**config.mk**
```make
export PLATFORM = sky130hd
export DESIGN_NAME = json_string_unescape_flat
export DESIGN_NICKNAME = d
export VERILOG_FILES = /design/src/rtl/jsu_pkg.sv /design/src/rtl/jsu_if.sv /design/src/rtl/jsu_front.sv /design/src/rtl/jsu_queue.sv /design/src/rtl/jsu_back.sv /design/src/rtl/json_string_unescape.sv /design/src/flat_wrapper.sv
export SDC_FILE = /design/constraint.sdc
export NUM_CORES = 1
export LEC_CHECK = 0
export BUFFER_PORTS_ARGS = -buffer_cell sky130_fd_sc_hd__buf_4
export CAP_MARGIN = 20
export CORE_ASPECT_RATIO = 0.7
export CORE_MARGIN = 3
export CORE_UTILIZATION = 55
export CTS_CLUSTER_SIZE = 8
export DETAILED_ROUTE_END_ITERATION = 6
export PLACE_DENSITY = 0.72
export SLEW_MARGIN = 20
export SYNTH_ARGS = -nofsm -noshare
export SYNTH_HDL_FRONTEND = slang
export SYNTH_SLANG_ARGS = --single-unit
```
**constraint.sdc**
```tcl
create_clock -name clock -period 9.82 [get_ports clock]
set_input_delay 1.473 -clock clock [delete_from_list [all_inputs] [get_ports clock]]
set_output_delay 1.473 -clock clock [all_outputs]
set_load 0.02 [all_outputs]
```
**src/rtl/jsu_pkg.sv**
```systemverilog
`timescale 1ns / 1ps
// jsu_pkg: shared types and constants of the json string unescaper
// no dependencies; used by every rtl module but jsu_if

package jsu_pkg;

   // result kinds
   localparam logic KIND_DATA   = 1'b0;
   localparam logic KIND_STATUS = 1'b1;

   // end of string status codes
   localparam logic [2:0] ST_OK        = 3'd0;
   localparam logic [2:0] ST_CONTROL   = 3'd1;
   localparam logic [2:0] ST_BAD_ESC   = 3'd2;
   localparam logic [2:0] ST_BAD_HEX   = 3'd3;
   localparam logic [2:0] ST_UNPAIRED  = 3'd4;
   localparam logic [2:0] ST_LONE_LOW  = 3'd5;
   localparam logic [2:0] ST_TRUNCATED = 3'd6;
   localparam logic [2:0] ST_NO_OPEN   = 3'd7;

   // command queue between front and back
   localparam int QUEUE_DEPTH = 4;
   localparam int QPTR_W      = $clog2(QUEUE_DEPTH);
   localparam int QCNT_W      = $clog2(QUEUE_DEPTH + 1);

   // utf-8 bytes one input byte can produce
   localparam int MAX_DATA = 4;

   // one classified input byte: its data bytes, then an optional status
   typedef struct packed {
      logic [2:0]                data_count;
      logic [MAX_DATA-1:0][7:0]  data;
      logic                      has_status;
      logic [2:0]                status;
   } cmd_type;

   // front to queue
   typedef struct packed {
      logic    push;
      cmd_type cmd;
   } qwr_type;

   // queue head to back
   typedef struct packed {
      logic    not_empty;
      cmd_type cmd;
   } qrd_type;

endpackage

```
**src/rtl/jsu_if.sv**
```systemverilog
`timescale 1ns / 1ps
// jsu_req_if and jsu_rsp_if: valid/ready channels of the json string unescaper
// depends on nothing; payload widths follow the block's field list

interface jsu_req_if;
   logic       valid;
   logic       ready;
   logic [7:0] data_byte;
   logic       end_of_input;

   modport source (output valid, output data_byte, output end_of_input, input ready);
   modport sink   (input valid, input data_byte, input end_of_input, output ready);
endinterface

interface jsu_rsp_if;
   logic       valid;
   logic       ready;
   logic       out_kind;
   logic [7:0] out_byte;
   logic [2:0] status;
   logic       run_last;

   modport source (output valid, output out_kind, output out_byte, output status,
                   output run_last, input ready);
   modport sink   (input valid, input out_kind, input out_byte, input status,
                   input run_last, output ready);
endinterface

```
**src/rtl/jsu_front.sv**
```systemverilog
`timescale 1ns / 1ps
// jsu_front: takes raw bytes, runs the string parser and builds result commands
// depends on jsu_pkg and jsu_req_if

module jsu_front
   import jsu_pkg::*;
(
   input  logic      clock,
   input  logic      reset,
   jsu_req_if.sink   req_chan,
   input  logic      q_full,
   output qwr_type   q_wr
);

   typedef enum logic [2:0] {
      PH_OPEN,
      PH_TEXT,
      PH_ESC,
      PH_HEX,
      PH_PAIR_BS,
      PH_PAIR_U,
      PH_PAIR_HEX,
      PH_DRAIN
   } phase_type;

   // {valid, value} of a hex digit character
   function automatic logic [4:0] hex_value(input logic [7:0] b);
      logic [4:0] r;
      r = 5'd0;
      if (b >= 8'h30 && b <= 8'h39) begin
         r = {1'b1, b[3:0]};
      end else if ((b >= 8'h61 && b <= 8'h66) || (b >= 8'h41 && b <= 8'h46)) begin
         r = {1'b1, b[3:0] + 4'd9};
      end
      return r;
   endfunction

   phase_type   phase_ff, phase_in;
   logic [1:0]  hex_cnt_ff, hex_cnt_in;
   logic [11:0] acc_ff, acc_in;
   logic [9:0]  high_ff, high_in;

   logic        accept;
   logic [7:0]  b;
   logic        eoi;
   logic [4:0]  hv;
   logic [15:0] code16;
   logic        digit_done;
   logic [20:0] cp;
   logic        emit_cp;
   logic [2:0]  err;
   logic        ended;
   cmd_type     cmd;

   assign req_chan.ready = !q_full;
   assign accept = req_chan.valid && req_chan.ready;
   assign b      = req_chan.data_byte;
   assign eoi    = req_chan.end_of_input;

   // hex digit shifted in behind the three held digits
   assign hv         = hex_value(b);
   assign code16     = {acc_ff, hv[3:0]};
   assign digit_done = (hex_cnt_ff == 2'd3);

   // parser step for one byte
   always_comb begin
      phase_in   = phase_ff;
      hex_cnt_in = hex_cnt_ff;
      acc_in     = acc_ff;
      high_in    = high_ff;
      cp         = '0;
      emit_cp    = 1'b0;
      err        = ST_OK;
      ended      = 1'b0;
      cmd        = '0;

      unique case (phase_ff)
         PH_OPEN: begin
            if (b == 8'h22) phase_in = PH_TEXT;
            else err = ST_NO_OPEN;
         end
         PH_TEXT: begin
            if (b == 8'h22) begin
               cmd.has_status = 1'b1;
               cmd.status     = ST_OK;
               phase_in       = PH_OPEN;
               hex_cnt_in     = 2'd0;
               acc_in         = '0;
               ended          = 1'b1;
            end else if (b < 8'h20) begin
               err = ST_CONTROL;
            end else if (b == 8'h5C) begin
               phase_in = PH_ESC;
            end else begin
               cmd.data_count = 3'd1;
               cmd.data[0]    = b;
            end
         end
         PH_ESC: begin
            phase_in = PH_TEXT;
            case (b)
               8'h22, 8'h5C, 8'h2F: begin
                  cmd.data_count = 3'd1;
                  cmd.data[0]    = b;
               end
               8'h62: begin cmd.data_count = 3'd1; cmd.data[0] = 8'h08; end
               8'h66: begin cmd.data_count = 3'd1; cmd.data[0] = 8'h0C; end
               8'h6E: begin cmd.data_count = 3'd1; cmd.data[0] = 8'h0A; end
               8'h72: begin cmd.data_count = 3'd1; cmd.data[0] = 8'h0D; end
               8'h74: begin cmd.data_count = 3'd1; cmd.data[0] = 8'h09; end
               8'h75: begin
                  phase_in   = PH_HEX;
                  hex_cnt_in = 2'd0;
                  acc_in     = '0;
               end
               default: err = ST_BAD_ESC;
            endcase
         end
         PH_HEX: begin
            if (!hv[4]) begin
               err = ST_BAD_HEX;
            end else if (!digit_done) begin
               hex_cnt_in = hex_cnt_ff + 2'd1;
               acc_in     = code16[11:0];
            end else if (code16 >= 16'hD800 && code16 <= 16'hDBFF) begin
               high_in    = code16[9:0];
               phase_in   = PH_PAIR_BS;
               hex_cnt_in = 2'd0;
               acc_in     = '0;
            end else if (code16 >= 16'hDC00 && code16 <= 16'hDFFF) begin
               err = ST_LONE_LOW;
            end else begin
               cp         = {5'd0, code16};
               emit_cp    = 1'b1;
               phase_in   = PH_TEXT;
               hex_cnt_in = 2'd0;
               acc_in     = '0;
            end
         end
         PH_PAIR_BS: begin
            if (b == 8'h5C) phase_in = PH_PAIR_U;
            else err = ST_UNPAIRED;
         end
         PH_PAIR_U: begin
            if (b == 8'h75) begin
               phase_in   = PH_PAIR_HEX;
               hex_cnt_in = 2'd0;
               acc_in     = '0;
            end else begin
               err = ST_UNPAIRED;
            end
         end
         PH_PAIR_HEX: begin
            if (!hv[4]) begin
               err = ST_BAD_HEX;
            end else if (!digit_done) begin
               hex_cnt_in = hex_cnt_ff + 2'd1;
               acc_in     = code16[11:0];
            end else if (code16 >= 16'hDC00 && code16 <= 16'hDFFF) begin
               cp         = 21'h10000 + {1'b0, high_ff, code16[9:0]};
               emit_cp    = 1'b1;
               phase_in   = PH_TEXT;
               hex_cnt_in = 2'd0;
               acc_in     = '0;
            end else begin
               err = ST_UNPAIRED;
            end
         end
         PH_DRAIN: begin
            if (eoi) begin
               phase_in   = PH_OPEN;
               hex_cnt_in = 2'd0;
               acc_in     = '0;
            end
            ended = 1'b1;
         end
      endcase

      // utf-8 encoding of a decoded code point
      if (emit_cp) begin
         if (cp <= 21'h7F) begin
            cmd.data_count = 3'd1;
            cmd.data[0]    = {1'b0, cp[6:0]};
         end else if (cp <= 21'h7FF) begin
            cmd.data_count = 3'd2;
            cmd.data[0]    = {3'b110, cp[10:6]};
            cmd.data[1]    = {2'b10, cp[5:0]};
         end else if (cp <= 21'hFFFF) begin
            cmd.data_count = 3'd3;
            cmd.data[0]    = {4'b1110, cp[15:12]};
            cmd.data[1]    = {2'b10, cp[11:6]};
            cmd.data[2]    = {2'b10, cp[5:0]};
         end else begin
            cmd.data_count = 3'd4;
            cmd.data[0]    = {5'b11110, cp[20:18]};
            cmd.data[1]    = {2'b10, cp[17:12]};
            cmd.data[2]    = {2'b10, cp[11:6]};
            cmd.data[3]    = {2'b10, cp[5:0]};
         end
      end

      // error ends the string, then drain unless input ends here
      if (err != ST_OK) begin
         cmd.has_status = 1'b1;
         cmd.status     = err;
         phase_in       = eoi ? PH_OPEN : PH_DRAIN;
         hex_cnt_in     = 2'd0;
         acc_in         = '0;
         ended          = 1'b1;
      end

      // input ends with the string still open
      if (!ended && eoi) begin
         cmd.has_status = 1'b1;
         cmd.status     = ST_TRUNCATED;
         phase_in       = PH_OPEN;
         hex_cnt_in     = 2'd0;
         acc_in         = '0;
      end
   end

   // only bytes with results reach the queue
   assign q_wr.push = accept && ((cmd.data_count != 3'd0) || cmd.has_status);
   assign q_wr.cmd  = cmd;

   // parser state
   always_ff @(posedge clock) begin
      if (reset) begin
         phase_ff   <= PH_OPEN;
         hex_cnt_ff <= 2'd0;
         acc_ff     <= '0;
         high_ff    <= '0;
      end else if (accept) begin
         phase_ff   <= phase_in;
         hex_cnt_ff <= hex_cnt_in;
         acc_ff     <= acc_in;
         high_ff    <= high_in;
      end
   end

endmodule

```
**src/rtl/jsu_queue.sv**
```systemverilog
`timescale 1ns / 1ps
// jsu_queue: small command fifo between parser front and result back
// depends on jsu_pkg

module jsu_queue
   import jsu_pkg::*;
(
   input  logic    clock,
   input  logic    reset,
   input  qwr_type q_wr,
   output logic    q_full,
   output qrd_type q_rd,
   input  logic    q_pop
);

   cmd_type           entry_ff [QUEUE_DEPTH];
   logic [QPTR_W-1:0] wr_ptr_ff, rd_ptr_ff;
   logic [QCNT_W-1:0] count_ff, count_in;
   logic              do_push, do_pop;

   assign q_full       = (count_ff == QCNT_W'(QUEUE_DEPTH));
   assign q_rd.not_empty = (count_ff != '0);
   assign q_rd.cmd     = entry_ff[rd_ptr_ff];

   assign do_push = q_wr.push && !q_full;
   assign do_pop  = q_pop && q_rd.not_empty;

   always_comb begin
      count_in = count_ff;
      if (do_push && !do_pop) count_in = count_ff + QCNT_W'(1);
      else if (!do_push && do_pop) count_in = count_ff - QCNT_W'(1);
   end

   // entry storage
   always_ff @(posedge clock) begin
      if (do_push) begin
         entry_ff[wr_ptr_ff] <= q_wr.cmd;
      end
   end

   // pointers and fill level
   always_ff @(posedge clock) begin
      if (reset) begin
         wr_ptr_ff <= '0;
         rd_ptr_ff <= '0;
         count_ff  <= '0;
      end else begin
         if (do_push) wr_ptr_ff <= wr_ptr_ff + QPTR_W'(1);
         if (do_pop)  rd_ptr_ff <= rd_ptr_ff + QPTR_W'(1);
         count_ff <= count_in;
      end
   end

endmodule

```
**src/rtl/jsu_back.sv**
```systemverilog
`timescale 1ns / 1ps
// jsu_back: expands queued commands into results, one transfer per ready cycle
// depends on jsu_pkg and jsu_rsp_if

module jsu_back
   import jsu_pkg::*;
(
   input  logic      clock,
   input  logic      reset,
   input  qrd_type   q_rd,
   output logic      q_pop,
   jsu_rsp_if.source rsp_chan
);

   logic       valid_ff;
   logic       kind_ff;
   logic [7:0] byte_ff;
   logic [2:0] status_ff;
   logic       last_ff;
   logic [2:0] idx_ff;

   logic       out_free;
   logic       emit;
   logic [2:0] total;
   logic       is_data;
   logic       is_last;

   assign total    = q_rd.cmd.data_count + {2'b00, q_rd.cmd.has_status};
   assign is_data  = (idx_ff < q_rd.cmd.data_count);
   assign is_last  = ((idx_ff + 3'd1) == total);
   assign out_free = !valid_ff || rsp_chan.ready;
   assign emit     = q_rd.not_empty && out_free;
   assign q_pop    = emit && is_last;

   assign rsp_chan.valid    = valid_ff;
   assign rsp_chan.out_kind = kind_ff;
   assign rsp_chan.out_byte = byte_ff;
   assign rsp_chan.status   = status_ff;
   assign rsp_chan.run_last = last_ff;

   // output register and position within the head command
   always_ff @(posedge clock) begin
      if (reset) begin
         valid_ff <= 1'b0;
         idx_ff   <= 3'd0;
      end else begin
         if (emit) begin
            valid_ff <= 1'b1;
            idx_ff   <= is_last ? 3'd0 : idx_ff + 3'd1;
         end else if (rsp_chan.ready) begin
            valid_ff <= 1'b0;
         end
      end
   end

   // result payload
   always_ff @(posedge clock) begin
      if (emit) begin
         last_ff <= is_last;
         if (is_data) begin
            kind_ff   <= KIND_DATA;
            byte_ff   <= q_rd.cmd.data[idx_ff[1:0]];
            status_ff <= ST_OK;
         end else begin
            kind_ff   <= KIND_STATUS;
            byte_ff   <= 8'h00;
            status_ff <= q_rd.cmd.status;
         end
      end
   end

endmodule

```
**src/rtl/json_string_unescape.sv**
```systemverilog
`timescale 1ns / 1ps
// json_string_unescape: top level of the json string unescaper
// depends on jsu_pkg, jsu_if, jsu_front, jsu_queue and jsu_back
//
// Takes one raw byte of JSON text per cycle on req_chan and delivers decoded
// UTF-8 bytes and end of string status results on rsp_chan, at most one
// result per cycle. A byte enters the parser front in the cycle it is
// transferred, so with rsp_chan always ready the block sustains one byte per
// cycle for bytes that make one result. A byte that makes several results
// (a 2 to 4 byte UTF-8 sequence, or data followed by a truncation status,
// up to five in all) holds the result port until all of them are sent; a four
// entry command queue between parser and result stage absorbs such bursts,
// and req_chan.ready drops only while that queue is full. There are no
// configuration registers and no clearing pass after reset.

module json_string_unescape
   import jsu_pkg::*;
(
   input  logic      clock,
   input  logic      reset,
   jsu_req_if.sink   req_chan,
   jsu_rsp_if.source rsp_chan
);

   qwr_type q_wr;
   qrd_type q_rd;
   logic    q_full;
   logic    q_pop;

   // parser front
   jsu_front u_front (
      .clock    (clock),
      .reset    (reset),
      .req_chan (req_chan),
      .q_full   (q_full),
      .q_wr     (q_wr)
   );

   // command queue
   jsu_queue u_queue (
      .clock  (clock),
      .reset  (reset),
      .q_wr   (q_wr),
      .q_full (q_full),
      .q_rd   (q_rd),
      .q_pop  (q_pop)
   );

   // result back
   jsu_back u_back (
      .clock    (clock),
      .reset    (reset),
      .q_rd     (q_rd),
      .q_pop    (q_pop),
      .rsp_chan (rsp_chan)
   );

endmodule

```
**src/flat_wrapper.sv**
```systemverilog
// flat-port wrapper written by rule: the top's interface ports become plain ports
module json_string_unescape_flat import jsu_pkg::*;
  (clock, reset, req_chan_valid, req_chan_data_byte, req_chan_end_of_input, req_chan_ready, rsp_chan_valid, rsp_chan_out_kind, rsp_chan_out_byte, rsp_chan_status, rsp_chan_run_last, rsp_chan_ready);
  jsu_req_if req_chan_i ();
  jsu_rsp_if rsp_chan_i ();
  input  logic clock;
  input  logic reset;
  input wire logic [$bits(req_chan_i.valid)-1:0] req_chan_valid;
  input wire logic [$bits(req_chan_i.data_byte)-1:0] req_chan_data_byte;
  input wire logic [$bits(req_chan_i.end_of_input)-1:0] req_chan_end_of_input;
  output wire logic [$bits(req_chan_i.ready)-1:0] req_chan_ready;
  output wire logic [$bits(rsp_chan_i.valid)-1:0] rsp_chan_valid;
  output wire logic [$bits(rsp_chan_i.out_kind)-1:0] rsp_chan_out_kind;
  output wire logic [$bits(rsp_chan_i.out_byte)-1:0] rsp_chan_out_byte;
  output wire logic [$bits(rsp_chan_i.status)-1:0] rsp_chan_status;
  output wire logic [$bits(rsp_chan_i.run_last)-1:0] rsp_chan_run_last;
  input wire logic [$bits(rsp_chan_i.ready)-1:0] rsp_chan_ready;
  assign req_chan_i.valid = req_chan_valid;
  assign req_chan_i.data_byte = req_chan_data_byte;
  assign req_chan_i.end_of_input = req_chan_end_of_input;
  assign req_chan_ready = req_chan_i.ready;
  assign rsp_chan_valid = rsp_chan_i.valid;
  assign rsp_chan_out_kind = rsp_chan_i.out_kind;
  assign rsp_chan_out_byte = rsp_chan_i.out_byte;
  assign rsp_chan_status = rsp_chan_i.status;
  assign rsp_chan_run_last = rsp_chan_i.run_last;
  assign rsp_chan_i.ready = rsp_chan_ready;
  json_string_unescape u_core (.clock(clock), .reset(reset), .req_chan(req_chan_i), .rsp_chan(rsp_chan_i));
endmodule
```
==> results.cfg <==
[worst_setup_path]
crit_path_start_kind = input pin
path_delay_family = compound AO/OA/AOI/OAI gates
crit_slowest_cell = or4bb_2
crit_required_ns = 9.96
critPathLaunch = req_chan_data_byte[6]
crit_path_max_incr_delay_ns = 0.66
worstSetupEndpointType = register
crit_buf_inv = 2
crit_chain = buf_4 > or4bb_2 > a21oi_2 > o21a_1 > nand3_1 > inv_1 > nor3_1 > a211oi_1 > o21ai_0
path_class = in2reg
cp.arrival_ns = 4.91
critPathMaxFanout = 18

[floorplanning]
die_y_um = 115
die_x_um = 161
start_util_pct = 56.5
rows = 39
coreArea_mm2 = 0.0164
die_area_mm2 = 0.0185
io_pins = 28

[run]
drv_cap = 0

[drt]
wl_mm = 21.1
first_pass_iters = 6
drt.antenna.violating_nets = 0
vias_per_cell = 6.34
wl_per_cell_um = 22.6
drtIter0Drc = 636
num_vias = 5932
remaining_drc_errors = 0

[grt]
grt-ovfl-total = 0
grt_pass1_wl_mm = 33.3
track_usage_pct = 23.9
antenna_found_initial = 0
grt_start_max_net_pins = 44
grt_pass1_vias = 5735

[place]
dp_hpwl_mm = 14.4
io_buffers = 27
gp_congestion = 0.908

[worst_hold_path]
min_path_type = reg2reg
min_from = u_core.u_front.high_ff[1]

[timing]
slew-limit-headroom_pct = 36.3
setup_viol = 0
period_minus_slack_ns = 4.77
clock_skew_ns = 0.0150
rsz0062_at_grt = false
slew_viol_final = 0
worstMarginPinSlew_ns = 0.954
period_share_pct = 48.6
max_freq_mhz = 209
fin_setup_tns_ns = 0
finalHoldViolCount = 0

[power]
p_leak_uw = 0.00341
powerDensity_mw_per_mm2 = 232
power.total_uw = 2370
vdd_drop_max_uv = 120

[finish]
antenna_cells = 0
final_nets = 728
areaGrowthSynthToFinish_pct = 9.69
multiInputGateArea_mm2 = 0.00361
n_fill_cell = 1250
seqCellArea_mm2 = 0.00540
drive_gt1_share_pct = 21.1

[logic_synthesis]
yosysUniqueCellTypes = 87
synth_area_mm2 = 0.00929
syn_inst = 679
synth_area_leader_cell = edfxtp_1
ys_seq_area_share_pct = 58.1
ys_seq_elements = 193
synth_top_area_share_pct = 49.4
yosys-top-cells-area = edfxtp_1 (49%), mux4_2 (10%), dfxtp_1 (8.6%)
synth_edf_count = 153
yosysWarningCount = 0
synthArstFlopShare_pct = 0
avgSynthCellArea_um2 = 13.7
syn-num-nets = 709
yosys_most_used_dff = edfxtp_1

[clock_network]
htreeDepth = 4
clock_path_buffers = 2
holdBufCountCts = 0
clock_latency_ns = 0.44
cts-root-buf = clkbuf_16
cts.sinks = 193
cts_resized = 0
post_cts_buffers = 0
numCtsBuffers = 17
tritoncts = built
clkSlewWorstSetupHoldPaths_ns = 0.07

[run_status]
outcome = finished clean
## path summary, 6_finish.rpt
check | slack, ns | endpoint | cells after the start
setup / recovery | 5.05 | u_core.u_queue.entry_ff[1][4] | 9
hold / removal | 0.46 | u_core.u_front.high_ff[1] | 2
setup reg to reg | 5.40 | u_core.u_queue.count_ff[2] | 15
hold reg to reg | 0.46 | u_core.u_front.high_ff[1] | 2
## cell usage after synthesis (4+ instances only)
cell type	instances
and3_1	7
o2111ai_1	5
edfxtp_1	153
xnor2_1	8
buf_1	5
clkbuf_8	4
dfxtp_1	40
nand3_1	15
ha_1	16
inv_1	17
nor2_1	48
nand2_1	49
nand2b_1	7
a21o_1	5
nor2b_1	13
buf_6	5
mux2i_1	5
and2_1	6
nor3b_1	4
a22oi_1	4
or2b_2	9
nand4b_1	4
a211oi_1	4
nand3b_1	6
clkbuf_1	17
a31oi_1	6
o21ai_0	25
o211ai_1	5
a21oi_1	35
nor3_1	15
o2bb2ai_2	10
mux4_2	42
xor2_1	6
## through the flow
| step | setup WS, ns | hold WS (ns) | instance area (µm²) | std cells | util, % |
|---|---|---|---|---|---|
| after floorplan | 5.28 | 0.428 | 9290 | 679 | - |
| after global placement | 4.69 | 0.446 | 9610 | 904 | 58.4 |
| after detailed placement | 4.64 | 0.452 | 9610 | 904 | 58.4 |
| after CTS | 5.11 | 0.463 | 10200 | 936 | 62.0 |
| after global routing | 4.83 | 0.490 | 10200 | 936 | 62.0 |
| final | 5.05 | 0.462 | 10200 | 936 | 62.0 |
## routing by layer
metal	vias to the layer above	routed length, µm	global-route usage, %
met5	-	0	0
met2	238	9690	36.5
met3	33	1550	5.51
met4	0	367	6.93
met1	2989	9520	35.0
li1	2672	-	-
## placed cells by master (no fill, tap or decap), drive strengths merged, types with 3 or more instances in the layout
cell type and count:
edfxtp 153, nand2 49, nor2 48, mux4 42
dfxtp 40, a21oi 37, buf 34, o21ai 26
inv 22, clkbuf 18, ha 16, nor3 15
nand3 15, nor2b 13, or2b 11, o2bb2ai 10
xnor2 8, and2 8, nand2b 7, and3 7
a31oi 7, clkinv 7, nand3b 6, xor2 6
a21o 6, o211ai 5, o2111ai 5, mux2i 5
nor3b 5, or3 5, nand4b 4, a211oi 4
a22oi 4, o31ai 4, and3b 4, o21a 3
or2 3, a32oi 3, mux2 3
## cell families after synthesis
| kind of cell | after synthesis | synth area share, % |
|---|---|---|
| buffers and inverters | 51 | 3.04 |
| multiplexers | 50 | 11.1 |
| adder cells (fa/ha/maj) | 17 | 2.37 |
| AND/OR/NAND/NOR | 215 | 12.8 |
| flip-flops | 193 | 58.1 |
| XOR/XNOR | 14 | 1.32 |
| AO/OA/AOI/OAI | 139 | 11.3 |
## power breakdown
part	switching, µW	internal [µW]
clock	302	379
combinational	343	271
sequential	54.2	1020
total	699	1670
## flip-flops by register name, summed over array words and instances (netlist names), named ones only
register	count
u_core.u_back.rsp_chan.out_byte	8
u_core.u_front.hex_cnt_ff	2
u_core.u_back.idx_ff	3
u_core.u_back.rsp_chan.status	3
u_core.u_back.rsp_chan.run_last	1
u_core.u_back.rsp_chan.out_kind	1
u_core.u_back.rsp_chan.valid	1
u_core.u_front.phase_ff	3
u_core.u_queue.wr_ptr_ff	2
u_core.u_queue.count_ff	3
u_core.u_queue.entry_ff	140
u_core.u_front.high_ff	10
u_core.u_queue.rd_ptr_ff	2
u_core.u_front.acc_ff	12
## cell type report
| type | count | share of cell area, % |
|---|---|---|
| Clock inverter | 14 | 1.50 |
| Tap cell | 225 | 2.76 |
| Clock buffer | 18 | 4.21 |
| Timing Repair Buffer | 34 | 2.50 |
| Multi-Input combinational cell | 435 | 35.5 |
| Inverter | 17 | 0.626 |
| Sequential cell | 193 | 52.9 |
## tightest hold or removal path, stage by stage, from the launching register on
cell and delay [ns]:
dfxtp_1 0.31, nand2_1 0.05, a21oi_1 0.05
Power figures use the tool's default switching activity.
